<file path="src/wsd_pkg.sv">
package wsd_pkg;

  localparam logic [7:0] LEN_EXT16 = 8'd126;
  localparam logic [7:0] CH_CR     = 8'h0d;
  localparam logic [7:0] CH_LF     = 8'h0a;

  typedef enum logic [4:0] {
    PH_HDR0  = 5'b00001,
    PH_LEN   = 5'b00010,
    PH_EXTHI = 5'b00100,
    PH_EXTLO = 5'b01000,
    PH_DATA  = 5'b10000
  } phase_t;

  typedef struct packed {
    logic       emit;
    logic [7:0] payload_byte;
    logic       has_byte;
    logic       frame_end;
    logic [3:0] frame_opcode;
  } result_t;

endpackage

</file>
<file path="src/wsd_if.sv">
interface wsd_in_if;
  logic       valid;
  logic       ready;
  logic [7:0] rx_byte;

  modport source (output valid, output rx_byte, input ready);
  modport sink (input valid, input rx_byte, output ready);
endinterface

interface wsd_out_if;
  logic       valid;
  logic       ready;
  logic [7:0] payload_byte;
  logic       has_byte;
  logic       frame_end;
  logic [3:0] frame_opcode;

  modport source (output valid, output payload_byte, output has_byte,
                  output frame_end, output frame_opcode, input ready);
  modport sink (input valid, input payload_byte, input has_byte,
                input frame_end, input frame_opcode, output ready);
endinterface

</file>
<file path="src/wsd_parse.sv">
module wsd_parse (
  input  logic             clk,
  input  logic             rst_n,
  input  logic             accept,
  input  logic [7:0]       rx_byte,
  output wsd_pkg::result_t res
);

  logic              upgraded_r, upgraded_nxt;
  logic [1:0]        crlf_r, crlf_nxt;
  wsd_pkg::phase_t   phase_r, phase_nxt;
  logic [15:0]       left_r, left_nxt;
  logic [3:0]        opcode_r, opcode_nxt;
  logic [7:0]        len_hi_r, len_hi_nxt;
  logic [7:0]        expect_byte;
  logic [15:0]       ext_len;
  logic [15:0]       left_dec;

  assign expect_byte = crlf_r[0] ? wsd_pkg::CH_LF : wsd_pkg::CH_CR;
  assign ext_len     = {len_hi_r, rx_byte};
  assign left_dec    = (left_r == 16'd0) ? 16'd0 : left_r - 16'd1;

  always_comb begin
    upgraded_nxt = upgraded_r;
    crlf_nxt     = crlf_r;
    phase_nxt    = phase_r;
    left_nxt     = left_r;
    opcode_nxt   = opcode_r;
    len_hi_nxt   = len_hi_r;
    res          = '0;
    res.frame_opcode = opcode_r;

    if (!upgraded_r) begin
      // The match restarts at one when a mismatching byte is itself a CR.
      if (rx_byte == expect_byte) begin
        if (crlf_r == 2'd3) begin
          upgraded_nxt = 1'b1;
          crlf_nxt     = 2'd0;
        end else begin
          crlf_nxt = crlf_r + 2'd1;
        end
      end else begin
        crlf_nxt = (rx_byte == wsd_pkg::CH_CR) ? 2'd1 : 2'd0;
      end
    end else begin
      unique case (phase_r)
        wsd_pkg::PH_LEN: begin
          if (rx_byte == wsd_pkg::LEN_EXT16) begin
            phase_nxt = wsd_pkg::PH_EXTHI;
          end else if (rx_byte == 8'd0) begin
            phase_nxt     = wsd_pkg::PH_HDR0;
            res.emit      = 1'b1;
            res.frame_end = 1'b1;
          end else begin
            left_nxt  = {8'd0, rx_byte};
            phase_nxt = wsd_pkg::PH_DATA;
          end
        end
        wsd_pkg::PH_EXTHI: begin
          len_hi_nxt = rx_byte;
          phase_nxt  = wsd_pkg::PH_EXTLO;
        end
        wsd_pkg::PH_EXTLO: begin
          if (ext_len == 16'd0) begin
            phase_nxt     = wsd_pkg::PH_HDR0;
            res.emit      = 1'b1;
            res.frame_end = 1'b1;
          end else begin
            left_nxt  = ext_len;
            phase_nxt = wsd_pkg::PH_DATA;
          end
        end
        wsd_pkg::PH_DATA: begin
          left_nxt         = left_dec;
          res.emit         = 1'b1;
          res.payload_byte = rx_byte;
          res.has_byte     = 1'b1;
          res.frame_end    = (left_dec == 16'd0);
          if (left_dec == 16'd0) begin
            phase_nxt = wsd_pkg::PH_HDR0;
          end
        end
        default: begin
          opcode_nxt = rx_byte[3:0];
          phase_nxt  = wsd_pkg::PH_LEN;
        end
      endcase
    end

    if (!accept) begin
      res.emit = 1'b0;
    end
  end

  always_ff @(posedge clk) begin
    if (!rst_n) begin
      upgraded_r <= 1'b0;
      crlf_r     <= 2'd0;
      phase_r    <= wsd_pkg::PH_HDR0;
      left_r     <= 16'd0;
      opcode_r   <= 4'd0;
      len_hi_r   <= 8'd0;
    end else if (accept) begin
      upgraded_r <= upgraded_nxt;
      crlf_r     <= crlf_nxt;
      phase_r    <= phase_nxt;
      left_r     <= left_nxt;
      opcode_r   <= opcode_nxt;
      len_hi_r   <= len_hi_nxt;
    end
  end

endmodule

</file>
<file path="src/websocket_frame_deframer.sv">
// Websocket stream deframer, one received byte per request on in_ch.
// Until the handshake terminator CR LF CR LF has been seen, every byte is
// swallowed. After that, each frame is parsed from its header (opcode
// byte, length byte, optional 16-bit big-endian extended length) and
// every payload byte is passed to out_ch with the frame opcode; the last
// payload byte carries frame_end. A zero-length frame yields one request
// with has_byte low and frame_end high. Apart from that request, header
// and handshake bytes give no output request.
// Throughput is one byte per cycle unless out_ch stalls: all parsing is a
// single combinational step from the accepted byte into the state and
// output registers; out_ch.valid rises in the cycle after acceptance.
// The output register holds its request while out_ch.ready is low; in_ch
// stays ready as long as the output register is empty or being drained
// in the same cycle, so a stall holds off the input whenever a request is
// waiting in the output register.
// Synchronous reset (rst_n low) returns the block to the pre-handshake
// state and empties the output register.
module websocket_frame_deframer (
  input  logic      clk,
  input  logic      rst_n,
  wsd_in_if.sink    in_ch,
  wsd_out_if.source out_ch
);

  wsd_pkg::result_t res;
  logic             accept;
  logic             out_valid_r;
  logic [7:0]       out_byte_r;
  logic             out_has_r;
  logic             out_end_r;
  logic [3:0]       out_opcode_r;

  assign in_ch.ready = !out_valid_r || out_ch.ready;
  assign accept      = in_ch.valid && in_ch.ready;

  wsd_parse u_parse (
    .clk     (clk),
    .rst_n   (rst_n),
    .accept  (accept),
    .rx_byte (in_ch.rx_byte),
    .res     (res)
  );

  always_ff @(posedge clk) begin
    if (!rst_n) begin
      out_valid_r <= 1'b0;
    end else if (res.emit) begin
      out_valid_r <= 1'b1;
    end else if (out_ch.ready) begin
      out_valid_r <= 1'b0;
    end
  end

  always_ff @(posedge clk) begin
    if (res.emit) begin
      out_byte_r   <= res.payload_byte;
      out_has_r    <= res.has_byte;
      out_end_r    <= res.frame_end;
      out_opcode_r <= res.frame_opcode;
    end
  end

  assign out_ch.valid        = out_valid_r;
  assign out_ch.payload_byte = out_byte_r;
  assign out_ch.has_byte     = out_has_r;
  assign out_ch.frame_end    = out_end_r;
  assign out_ch.frame_opcode = out_opcode_r;

endmodule

</file>
<file path="src/flat_wrapper.sv">
// flat-port wrapper written by rule: the top's interface ports become plain ports
module websocket_frame_deframer_flat 
  (clk, rst_n, in_ch_valid, in_ch_rx_byte, in_ch_ready, out_ch_valid, out_ch_payload_byte, out_ch_has_byte, out_ch_frame_end, out_ch_frame_opcode, out_ch_ready);
  wsd_in_if in_ch_i ();
  wsd_out_if out_ch_i ();
  input  logic clk;
  input  logic rst_n;
  input wire logic [$bits(in_ch_i.valid)-1:0] in_ch_valid;
  input wire logic [$bits(in_ch_i.rx_byte)-1:0] in_ch_rx_byte;
  output wire logic [$bits(in_ch_i.ready)-1:0] in_ch_ready;
  output wire logic [$bits(out_ch_i.valid)-1:0] out_ch_valid;
  output wire logic [$bits(out_ch_i.payload_byte)-1:0] out_ch_payload_byte;
  output wire logic [$bits(out_ch_i.has_byte)-1:0] out_ch_has_byte;
  output wire logic [$bits(out_ch_i.frame_end)-1:0] out_ch_frame_end;
  output wire logic [$bits(out_ch_i.frame_opcode)-1:0] out_ch_frame_opcode;
  input wire logic [$bits(out_ch_i.ready)-1:0] out_ch_ready;
  assign in_ch_i.valid = in_ch_valid;
  assign in_ch_i.rx_byte = in_ch_rx_byte;
  assign in_ch_ready = in_ch_i.ready;
  assign out_ch_valid = out_ch_i.valid;
  assign out_ch_payload_byte = out_ch_i.payload_byte;
  assign out_ch_has_byte = out_ch_i.has_byte;
  assign out_ch_frame_end = out_ch_i.frame_end;
  assign out_ch_frame_opcode = out_ch_i.frame_opcode;
  assign out_ch_i.ready = out_ch_ready;
  websocket_frame_deframer u_core (.clk(clk), .rst_n(rst_n), .in_ch(in_ch_i), .out_ch(out_ch_i));
endmodule
</file>
<file path="config.mk">
export PLATFORM = sky130hd
export DESIGN_NAME = websocket_frame_deframer_flat
export DESIGN_NICKNAME = d
export VERILOG_FILES = /design/src/wsd_pkg.sv /design/src/wsd_if.sv /design/src/wsd_parse.sv /design/src/websocket_frame_deframer.sv /design/src/flat_wrapper.sv
export SDC_FILE = /design/constraint.sdc
export NUM_CORES = 1
export LEC_CHECK = 0
export ABC_AREA = 1
export BUFFER_PORTS_ARGS = -buffer_cell sky130_fd_sc_hd__buf_2
export CAP_MARGIN = 10
export CORE_ASPECT_RATIO = 0.7
export CORE_MARGIN = 1.5
export CORE_UTILIZATION = 40
export DETAILED_ROUTE_END_ITERATION = 7
export MAX_ROUTING_LAYER = met4
export SLEW_MARGIN = 5
export SYNTH_ARGS = -nofsm -noshare
export SYNTH_HDL_FRONTEND = slang
export SYNTH_SLANG_ARGS = --single-unit
</file>
<file path="constraint.sdc">
create_clock -name clk -period 2.4 [get_ports clk]
set_input_delay 0.24 -clock clk [delete_from_list [all_inputs] [get_ports clk]]
set_output_delay 0.24 -clock clk [all_outputs]
set_load 0.05 [all_outputs]
</file>
# After elaboration in Yosys (flattened, before gate mapping)

Cells that the tools add are included.

Mux-type cells: 27
Bitwise gates (word level): 2
Eq/ne operators: 12
Reductions and logical operators: 16
$add $sub $neg: 2

Operators with widths:

| cell                  | number |
|---|---|
| $mux 16               | 4 |
| $logic_not 16->1      | 3 |
| $pmux 16 s3           | 1 |
| $mux 5                | 4 |
| $pmux 5 s4            | 1 |
| $sub 16x1->16 const B | 1 |
| $mux 11               | 1 |
| $mux 1                | 10 |
| $mux 9                | 1 |
| $reduce_and 3->1      | 3 |
| $eq 8x4->1 const B    | 1 |
| $eq 8x7->1 const B    | 1 |
| $eq 8x8->1            | 1 |
| $logic_not 8->1       | 1 |
| $ne 2x2->1 const B    | 4 |
| $pmux 1 s3            | 2 |
| $reduce_and 6->1      | 1 |
| $eq 5x2->1 const B    | 1 |
| $eq 5x3->1 const B    | 1 |
| $eq 5x4->1 const B    | 1 |
| $eq 5x5->1 const B    | 1 |
| $mux 2                | 2 |
| $reduce_and 2->1      | 2 |
| $reduce_or 4->1       | 1 |
| other kinds (9)       | 10 |

Logic and storage cells: 70
Flip-flop bits (word level): 51

# Logic depth before layout (Yosys ltp)

Depth in word-level cells: 7
Mapped depth: 15

# Cells and area by module

Synthesis repeated with hierarchy kept, for this count alone.

Cells, all modules: 395
Area total of the unflattened synthesis: 2857.7 um2

Modules (own cells, without submodules):

| module                   | times used | cells an instance | area each (um2) |
|---|---|---|---|
| wsd_parse                | 1          | 374               | 2383.5 |
| websocket_frame_deframer | 1          | 21                | 474.2 |

# Least setup slack after synthesis

Ideal clock, no wire load.

Kind: register -> register
Start point: register u_core.out_valid_r (netlist: u_core.out_ch.valid)
End point: register u_core.u_parse.left_r[6]
Cell stages (with the launch flop): 9
Path buffers: 0
Period minus slack after synthesis: 2231 ps
Arrival: 2112 ps
Setup slack: 169 ps
Setup time: 119 ps
Required time: 2281 ps
Cell sequence: dfxtp_1 nand2_1 nand2_1 nor2_2 nand3_1 nor2_2 clkinv_1 a211oi_1 nor2_1

Word-level cells in the longest chain between the ends: 4

Ends and longest elaborated chain:

| what                              | line                           | RTL |
|---|---|---|
| from (decl)                       | websocket_frame_deframer.sv:27 | `logic out_valid_r;` |
| from (signal assigned)            | websocket_frame_deframer.sv:46 | `out_valid_r <= 1'b0;` |
| from (signal assigned)            | websocket_frame_deframer.sv:48 | `out_valid_r <= 1'b1;` |
| from (signal assigned)            | websocket_frame_deframer.sv:50 | `out_valid_r <= 1'b0;` |
| $logic_not 1->1                   | websocket_frame_deframer.sv:33 | `assign in_ch.ready = !out_valid_r \|\| out_ch.ready;` |
| $logic_or 1x1->1                  | websocket_frame_deframer.sv:33 |  |
| via in_ch_ready                   | flat_wrapper.sv:10             | `output wire logic [$bits(in_ch_i.ready)-1:0] in_ch_ready;` |
| $logic_and 1x1->1                 | websocket_frame_deframer.sv:34 | `assign accept = in_ch.valid && in_ch.ready;` |
| $reduce_and 6->1 (no source line) | --                             |  |
| to (signal assigned)              | wsd_parse.sv:107               | `left_r <= left_nxt;` |
| to (decl)                         | wsd_parse.sv:12                | `logic [15:0] left_r, left_nxt;` |

The timed path passes the listed nets, and every way through them passes these cells.
A chain may end at the register's enable or synchronous reset.

# Worst setup path after layout

Start point: register u_core.u_parse.left_r[1]
End point: register u_core.u_parse.phase_r[4]

Word-level cells in the longest chain between the ends: 5
Elaborated cells between the ends (all ways): 6

Ends and longest elaborated chain:

| what                                              | line             | RTL |
|---|---|---|
| $sub 16x1->16 or $logic_not 16->1 (tied branches) | wsd_parse.sv:21  | `assign left_dec = (left_r == 16'd0) ? 16'd0 : left_r - 16'd1;` |
| $mux 16 (*)                                       | wsd_parse.sv:21  |  |
| $logic_not 16->1 (*)                              | wsd_parse.sv:79  | `if (left_dec == 16'd0) begin` |
| $ne 2x2->1 (no source line) (*)                   | --               |  |
| $reduce_and 3->1 (no source line) (*)             | --               |  |
| to (signal assigned)                              | wsd_parse.sv:99  | `phase_r <= wsd_pkg::PH_HDR0;` |
| to (signal assigned)                              | wsd_parse.sv:106 | `phase_r <= phase_nxt;` |
| to (decl)                                         | wsd_parse.sv:11  | `wsd_pkg::phase_t phase_r, phase_nxt;` |

Every way passes the cells marked *; elsewhere a longest branch is shown, timed or not.

==> run metrics <==
Final Hold Vio Count 0; synthesized cell area 0.00278 mm²; Max Slew Vio Count 0; internal power 1.11 mW; #FFs+latches synth roughly 50; Clk pin slew, worst setup/hold paths 0.11 ns; syn nets 402; dpl cell area between 0.003 and 0.004 mm²; DR vias roughly 2600; syn avg cell area 7.16 µm²; Slew @ Worst Pin approximately 0.53 ns; most common cell after layout, fill and taps aside nand2_1; First DRT Iteration DRCs about 140; wire length per cell 13.8 µm; HP Start in_ch_rx_byte[4]; Req. time, crit path between 2 and 3 ns; Seq/Total Area, Yosys 41.8%; Final Setup Violations 0; post-layout instance area roughly 0.0032 mm²; Worst path slowest cell dfxtp_1; Final Critical Period approximately 2.2 ns; Residual DRC 0; Switching Share approximately a quarter; # diodes 0; worst-path fanout max 21; Ports 28; crit path launch u_core.u_parse.left_r[1]; ANT nets after route 0; critical path class register to register; Synth top area share between 20% and 30%; RSZ-0062 raised after global routing no; sequential share of power approximately three fifths; P_sw roughly 0.36 mW; period utilisation layout 91.5%; Power per Cell Area 458 mW/mm²; slew margin rel. between 60% and 70%; postcts setup bufs 0; clock tree buffer depth 2; most frequent cells in the layout nand2_1, inv_1, nor2_1, nand3_1, dfxtp_1; Peak supply drop about 0.25 mV; Starting Density between 40% and 50%; global-route wire length before repair between 10000 and 15000 µm; top cells by area, synth dfxtp_1, edfxtp_1, nand2_1; share of layout cells above drive strength 1 between 10% and 20%; Final HPWL DP ~5600 µm; vias in the first global route 2311; root buffer cell clkbuf_8; max incr delay on CP approximately 0.35 ns; pin count of the biggest net entering global routing 25; Area Growth Syn to Fin 15.5%; clock skew 0.0203 ns; DIE HEIGHT around 73 µm; Die Span X a little over 100 µm; H-Tree Level Count 2; drt pass-1 iters 5; total CTS buffers 5; Crit path top cell by count nand2_4; max-cap violations 0; CTS Hold Bufs 0; Yosys warnings 0; crit-path cells inv_1 -> ha_2 -> nand2_4 -> nor2_8 -> nand2_4 -> o21ai_1 -> nand2_1 -> nor3_2 -> nand3_2 -> nand2_4 -> nand2_2 -> o21bai_1 -> inv_1; Buf/Inv on CP 2; crit end category register; vias per cell 5.03; Die ar. ~0.0075 mm²; Post-Syn Instances 388; reg-to-reg startpoint u_core.u_parse.left_r[1]; final wirelength about 7200 µm; CORE AREA 0.00673 mm²; Clock Power Share between 30 and 40%; combinational share of power about 4%; routability congestion estimate ~0.90; cell taking the most area after synthesis dfxtp_1; min-delay worst type primary input to register; CP arrival around 2.4 ns; total power draw 1.47 mW; CP Launch Type register; Sum Neg Setup Slack 0 ns; Tot GR Track Use 21.3%; placed instance count roughly 510; grt total ovfl 0; final std cells w/o fill approximately 520; fin nets 441; Rows 25; delay-heaviest family, CP simple AND/OR/NAND/NOR gates; status finished clean; Distinct cells, synth 33; input/output buffers 27; TritonCTS clock tree built; Lkg Pwr approximately 1.5 nW; CTS sink cnt 51; fmax approximately 0.46 GHz; Filler Cell Count roughly 680; Clk Latency, worst-skew pair about 0.32 ns; initial antenna violation count 0
==> kinds of logic (layout without fill, tap and decap cells) <==
| family | Yosys count | in the layout | share of synthesized area [%] |
|---|---|---|---|
| xor+xnor | 1 | 1 | 0.316 |
| fa+ha+maj | 2 | 2 | 0.901 |
| compound gates | 79 | 79 | 15.6 |
| simple gates | 195 | 195 | 32.6 |
| flops | 51 | 51 | 41.8 |
| buf+inv | 60 | 100 | 8.74 |
==> sequential cells by signal, summed over array words and instances, names as in the netlist <==
name,cells
u_core.u_parse.crlf_r,2
u_core.u_parse.opcode_r,4
u_core.out_ch.has_byte,1
u_core.out_ch.frame_opcode,4
u_core.u_parse.len_hi_r,8
u_core.out_ch.frame_end,1
u_core.u_parse.phase_r,5
u_core.u_parse.upgraded_r,1
u_core.out_ch.payload_byte,8
u_core.u_parse.left_r,16
u_core.out_ch.valid,1
==> cell usage after synthesis <==
cell       n
a211oi_1   5
a21oi_1   29
a31oi_1    5
and3_1     1
buf_2      2
buf_6      2
clkbuf_1   6
clkinv_1   2
dfxtp_1   37
edfxtp_1  14
ha_1       2
inv_1     48
nand2_1   72
nand2_2    2
nand2_4    3
nand3_1   41
nand3_2    1
nand4_1    7
nor2_1    49
nor2_2     7
nor2_4     1
nor2_8     1
nor3_1     3
nor3_2     1
nor3b_1    1
nor4_1     4
o21ai_0   31
o21bai_1   3
o221ai_1   1
o22ai_1    3
o31ai_1    2
or2_2      1
xor2_1     1
==> what timing repair did <==
item                                    in CTS  in global routing
cloned                                       0                  0
endpoints found under the setup margin       6                  6
gates resized for setup                      1                  4
pin swaps                                    0                  1
==> final cells by class <==
class	instances	area [µm²]	area share (%)
timing repair buffer	42	260	8.11
inverter	50	191	5.97
clock buffer	5	68.8	2.15
sequential	51	1160	36.2
clock inverter	3	26.3	0.819
multi-input combinational	277	1380	43.1
tap	94	118	3.67
==> path summary, 6_finish.rpt <==
check / cells after the start / to / slack [ns]
max: 13 / u_core.u_parse.phase_r[4] / 0.20
min: 3 / u_core.u_parse.left_r[4] / 0.21
max reg2reg: 13 / u_core.u_parse.phase_r[4] / 0.20
min reg2reg: 0 / u_core.out_ch.frame_opcode[0] / 0.44
==> metal layers <==
metal / up-vias / global-route usage (%) / wire length, µm
li1: 1379 / - / -
met1: 1185 / 33.2 / 4060
met2: 56 / 28.0 / 2730
met3: 6 / 3.64 / 351
met4: 0 / 4.72 / 50
met5: - / - / 0
==> through the flow <==
stage               util (%)  setup slack (ns)  hold slack, ns
floorplan                  -             0.169           0.384
global placement        46.1           -0.0455           0.412
detailed placement      46.1            -0.122           0.408
CTS                     47.6             0.122           0.206
global route            47.7            0.0322           0.208
finish                  47.7             0.204           0.206
==> tightest hold or removal path: stages <==
cell and delay, ns:
buf_2 0.11, nand2_1 0.07, a31oi_1 0.07
==> power groups by stage <==
stage | Combinational [mW] | Sequential, mW | Clock [mW]
2_1_floorplan | 0.0257 | 0.900 | 0
3_3_place_gp | 0.0562 | 0.901 | 0
5_1_grt | 0.0639 | 0.881 | 0.579
3_5_place_dp | 0.0567 | 0.901 | 0
4_1_cts | 0.0569 | 0.881 | 0.547
6_report | 0.0575 | 0.881 | 0.532
(Power assumes the default switching activity.)
